**src/design/pms_pkg.sv**
```systemverilog
// shared types, widths and codes for the point moment statistics block
// no dependencies; imported by every module of the block

package pms_pkg;

    localparam int COORD_W        = 24;
    localparam int CNT_W          = 11;
    localparam int SUM_W          = 34;
    localparam int PROD_W         = 48;
    localparam int SQ_W           = 58;
    localparam int SPREAD_W       = 23;
    localparam int COV_W          = 48;
    localparam int STAT_W         = 2;
    localparam int ROOT_W         = SQ_W / 2;
    localparam int REM_W          = 11;

    localparam int MAX_POINTS_DEF = 1024;
    localparam int MIN_POINTS_RST = 1;

    // set queue between accumulator front and arithmetic back
    localparam int QDEPTH         = 2;
    localparam int QPTR_W         = 1;
    localparam int QLVL_W         = 2;

    // sequencing of the back end
    localparam int NUM_DIVS       = 5;
    localparam int NUM_MULS       = 3;
    localparam int NUM_SQRTS      = 2;
    localparam int SEL_W          = 3;
    localparam int STEP_W         = 6;
    localparam int DIV_STEPS      = SQ_W;
    localparam int SQRT_STEPS     = ROOT_W;

    // indexes into the working value array
    localparam int IDX_SX         = 0;
    localparam int IDX_SY         = 1;
    localparam int IDX_SXX        = 2;
    localparam int IDX_SYY        = 3;
    localparam int IDX_SXY        = 4;

    // configuration port
    localparam int ADDR_W         = 3;
    localparam int DATA_W         = 32;
    localparam logic [ADDR_W-3:0] REG_MIN_POINTS = '0;

    typedef enum logic [STAT_W-1:0] {
        STAT_OK   = 2'd0,
        STAT_FEW  = 2'd1,
        STAT_DROP = 2'd2
    } status_t;

    // one closed set of points as handed from front to back
    typedef struct packed {
        logic [CNT_W-1:0] cnt;
        logic             ovf;
        logic [SUM_W-1:0] sum_x;
        logic [SUM_W-1:0] sum_y;
        logic [SQ_W-1:0]  sum_xx;
        logic [SQ_W-1:0]  sum_yy;
        logic [SQ_W-1:0]  sum_xy;
    } pms_set_t;

    // queue status seen by both sides
    typedef struct packed {
        logic              empty;
        logic [QLVL_W-1:0] level;
    } pms_qstat_t;

endpackage

```
**src/design/pms_queue.sv**
```systemverilog
// short queue of closed sets between the accumulator front and the back end
// depends on pms_pkg

module pms_queue (
    input  logic                 clk,
    input  logic                 rst_n,
    input  logic                 wr_en,
    input  pms_pkg::pms_set_t    wr_data,
    input  logic                 rd_en,
    output pms_pkg::pms_set_t    rd_data,
    output pms_pkg::pms_qstat_t  stat
);
    import pms_pkg::*;

    pms_set_t          mem [QDEPTH];
    logic [QPTR_W-1:0] wr_ptr_reg;
    logic [QPTR_W-1:0] rd_ptr_reg;
    logic [QLVL_W-1:0] level_reg;

    assign rd_data    = mem[rd_ptr_reg];
    assign stat.empty = (level_reg == '0);
    assign stat.level = level_reg;

    always_ff @(posedge clk or negedge rst_n)
    begin
        if (!rst_n)
        begin
            wr_ptr_reg <= '0;
            rd_ptr_reg <= '0;
            level_reg  <= '0;
        end
        else
        begin
            if (wr_en)
                wr_ptr_reg <= wr_ptr_reg + QPTR_W'(1);
            if (rd_en)
                rd_ptr_reg <= rd_ptr_reg + QPTR_W'(1);
            if (wr_en && !rd_en)
                level_reg <= level_reg + QLVL_W'(1);
            else if (rd_en && !wr_en)
                level_reg <= level_reg - QLVL_W'(1);
        end
    end

    always_ff @(posedge clk)
    begin
        if (wr_en)
            mem[wr_ptr_reg] <= wr_data;
    end

    assert property (@(posedge clk) disable iff (!rst_n)
        rd_en |-> level_reg != '0)
        else $error("set queue read while empty");

endmodule

```
**config.mk**
```make
export PLATFORM = sky130hd
export DESIGN_NAME = pms_queue
export DESIGN_NICKNAME = d
export VERILOG_FILES = /design/src/design/pms_pkg.sv /design/src/design/pms_queue.sv
export SDC_FILE = /design/constraint.sdc
export NUM_CORES = 1
export LEC_CHECK = 0
export ABC_AREA = 1
export ABC_CLOCK_PERIOD_IN_PS = 14500
export BUFFER_PORTS_ARGS = -buffer_cell sky130_fd_sc_hd__buf_2
export CAP_MARGIN = 20
export CORE_MARGIN = 2
export CORE_UTILIZATION = 45
export DETAILED_ROUTE_END_ITERATION = 8
export PLACE_DENSITY_LB_ADDON = 0.12
export SYNTH_ARGS = -nofsm -noshare
export SYNTH_HDL_FRONTEND = slang
export SYNTH_SLANG_ARGS = --single-unit
export TNS_END_PERCENT = 50
```
**constraint.sdc**
```tcl
create_clock -name clk -period 14.5 [get_ports clk]
set_clock_uncertainty 0.15 [all_clocks]
set_input_delay 2.9 -clock clk [delete_from_list [all_inputs] [get_ports clk]]
set_output_delay 2.9 -clock clk [all_outputs]
set_load 0.05 [all_outputs]
```
==> metrics.md <==
| Metric | Value |
|---|---|
| GRT Total Usage | `0.193` |
| Clock Path Buffers | `3` |
| TritonCTS Sinks | `512` |
| Chip height | `208 um` |
| Startpoint types | `flop` |
| Max reg flops | `approximately 510` |
| Critical path arrival | `3.93 ns` |
| Routed WL per cell | `22.1 um` |
| Hold endpoint | `wr_ptr_reg` |
| Crit Path Class | `reg2out` |
| PortBufs | `around 510` |
| Setup slack after layout | `about 7.5 ns` |
| TritonCTS buffer count | `approximately 50` |
| CTS clk-pin slew, worst paths | `0.06 ns` |
| Post-synth top area cell | `edfxtp_1` |
| Final setup fails | `0` |
| Synth cell count leaders | `508 x edfxtp_1, 254 x mux2_2, 19 x clkbuf_8, 9 x buf_6, 7 x inv_1` |
| Ys Warns | `0` |
| Core area | `between 0.04 and 0.05 mm^2` |
| Initial Util | `0.456` |
| Final routed DRC violation total | `0` |
| Via count | `roughly 9700` |
| Slew Limit Fails | `0` |
| PwrDens | `around 240 mW/mm^2` |
| Tcrit/Tclk final | `0.481` |
| Hold Slack | `0.402 ns` |
| Yosys cell types | `13` |
| # IOs | `just over 500` |
| Fin. Hold Viols | `0` |
| Ordered cell list for the critical path | `buf_4 -> buf_4 -> mux2_2 -> buf_2` |
| CP max FO | `between 70 and 80` |
| Yosys top cell area share | `0.817` |
| Row count | `74` |
| Maximum vdd drop | `between 0.15 and 0.2 mV` |
| Post-cts gate resize count | `0` |
| Critical path data required time | `about 11 ns` |
| Die span in x | `~210 um` |
| Post-Layout Cell Count | `between 1500 and 2000` |
| Number of synthesized flops with an enable pin | `between 500 and 600` |
| DP Cell Count | `about 1800` |
| First-pass GRT wire length | `approximately 60000 um` |
| Reg2Reg Setup Slack | `~12 ns` |
| FFs w/ async S/R, synth | `0.00781` |
| CTS tree | `yes` |
| Syn_nets | `roughly 1100` |
| CP max stage delay | `roughly 1.1 ns` |
| Grt total ovfl | `0` |
| Mean post-synth cell area | `roughly 23 um^2` |
| Max-cap violations | `0` |
| Post-Synthesis Cells | `roughly 810` |
| Slowest stage cell, crit path | `dfrtp_4` |
| Vias in the first global route | `~10000` |
| DR iter-0 viols | `roughly 630` |
| WL final | `between 40000 and 50000 um` |
| Fin nets | `about 1600` |
| Reg-to-reg critical path endpoint | `mem[1][196]` |
| H-Tree Depth | `2` |
| Clk root buf | `clkbuf_16` |
| Die ar. | `around 0.043 mm^2` |
| Initial antenna violation count | `26` |
| Tmin final | `around 7 ns` |
| Synthesized area | `0.0187 mm^2` |
| Worst Hold Class | `reg2reg` |
| Drt first pass iters | `4` |
| Post-CTS setup buffer count | `0` |
| Hold-fix buffers, CTS | `0` |
| Normalized max-slew margin | `0.220` |
| Reg2Reg Depth | `3` |
| Routed vias/inst | `between 4 and 5` |
| #FFs+latches synth | `a little over 500` |
| Most common cell in the netlist | `edfxtp_1` |
| CP endpoint kind | `output port` |
| Worst hold path cell count | `1` |
| Core Util, Final | `0.568` |
| Static Leak | `roughly 8.7 nW` |
| Post-Place Setup Slack | `around 8.1 ns` |
| RSZ-0062 raised after global routing | `no` |
| Clk_lat worst skew | `0.57 ns` |
| Largest cells by area after synthesis | `edfxtp_1 82%, mux2_2 15%, clkbuf_8 1.4%` |
| Critical R2R Launch | `wr_ptr_reg` |
| Area Overhead vs Synth | `24.3%` |
| Layout cells sized above 1 | `0.601` |
| Status | `finished, final reports clean` |
| Fmax | `between 100 and 150 MHz` |
| Hold_sp | `wr_ptr_reg` |
| Detailed Place HPWL | `about 29000 um` |
| Post-synthesis sequential area ratio | `0.822` |
| RePlAce Congestion | `approximately 0.8` |
| Largest net degree at the start of global routing | `190` |
| TNS Setup | `0 ns` |
| Antenna Violating Nets Remaining | `0` |
| Most used cell, CP | `buf_4` |
| Top_reg_cell synth | `edfxtp_1` |
| Slew @ Worst Pin | `between 1 and 1.5 ns` |
report_power, final:
part	switching (mW)	leakage [nW]	total, mW	internal [mW]
combinational	1.61	3.13	2.17	0.562
clock	0.519	0.754	1.22	0.700
sequential	0.115	4.81	2.08	1.97
total	2.25	8.70	5.48	3.23
final cells by class:
class	count	area, um^2
Sequential cell	512	15400
Multi-Input combinational cell	267	2940
Fill cell	3273	17700
Antenna cell	17	42.5
Timing Repair Buffer	521	2640
Clock buffer	66	1380
Tap cell	532	666
Clock inverter	27	171
Inverter	7	33.8
metal layers:
| layer | vias to the layer above | GRT usage | share of wire |
|---|---|---|---|
| li1 | 4381 | - | - |
| met1 | 4802 | 0.221 | 0.37 |
| met2 | 397 | 0.316 | 0.49 |
| met3 | 114 | 0.0761 | 0.093 |
| met4 | 20 | 0.0932 | 0.038 |
| met5 | - | 0 | 0.0027 |
per-stage QoR:
stage          power (mW)  instance area [um^2]
4_1_cts              5.53                 23200
5_1_grt              5.67                 23200
3_5_place_dp         4.30                 21600
2_1_floorplan        3.91                 18700
6_report             5.48                 23200
3_3_place_gp         4.30                 21600
cell families (layout without fill, tap and decap cells):
family	Yosys count	after routing	synth area share
simple gates	9	9	0.00201
mux	254	254	0.153
buf+inv	35	621	0.0208
fa+ha+maj	1	1	0.000670
other cells	0	17	0
xor+xnor	3	3	0.00141
flops	512	512	0.822
how the worst max path moves through the flow:
stage	from	to	slack (ns)	depth (start not counted)
4_1_cts	rd_ptr_reg	rd_data[60]	7.43	4
3_3_place_gp	rd_ptr_reg	rd_data[247]	8.10	4
5_1_grt	rd_ptr_reg	rd_data[251]	7.27	4
6_report	rd_ptr_reg	rd_data[251]	7.52	4
3_5_place_dp	rd_ptr_reg	rd_data[161]	8.06	4
2_1_floorplan	wr_en	mem[0][0]	4.36	2
cell usage in the layout, fill, tap and decap left out, types with 2 or more instances in the layout:
master and instances:
diode_2 17, bufinv_16 2, clkbuf_1 13, inv_1 6, nand2_1 5, buf_2 514, buf_4 6, clkbuf_16 53
mux2_2 254, edfxtp_1 508, dfrtp_1 3, clkinv_1 16, clkinv_2 7, xor2_1 2
critical path, delay by kind of cell (launching register included):
family / cells / cell delay [ns]
buffers and inverters: 3 / 1.67
flip-flops: 1 / 1.12
multiplexers: 1 / 0.42
No activity file was read; power rests on OpenSTA's default activity.
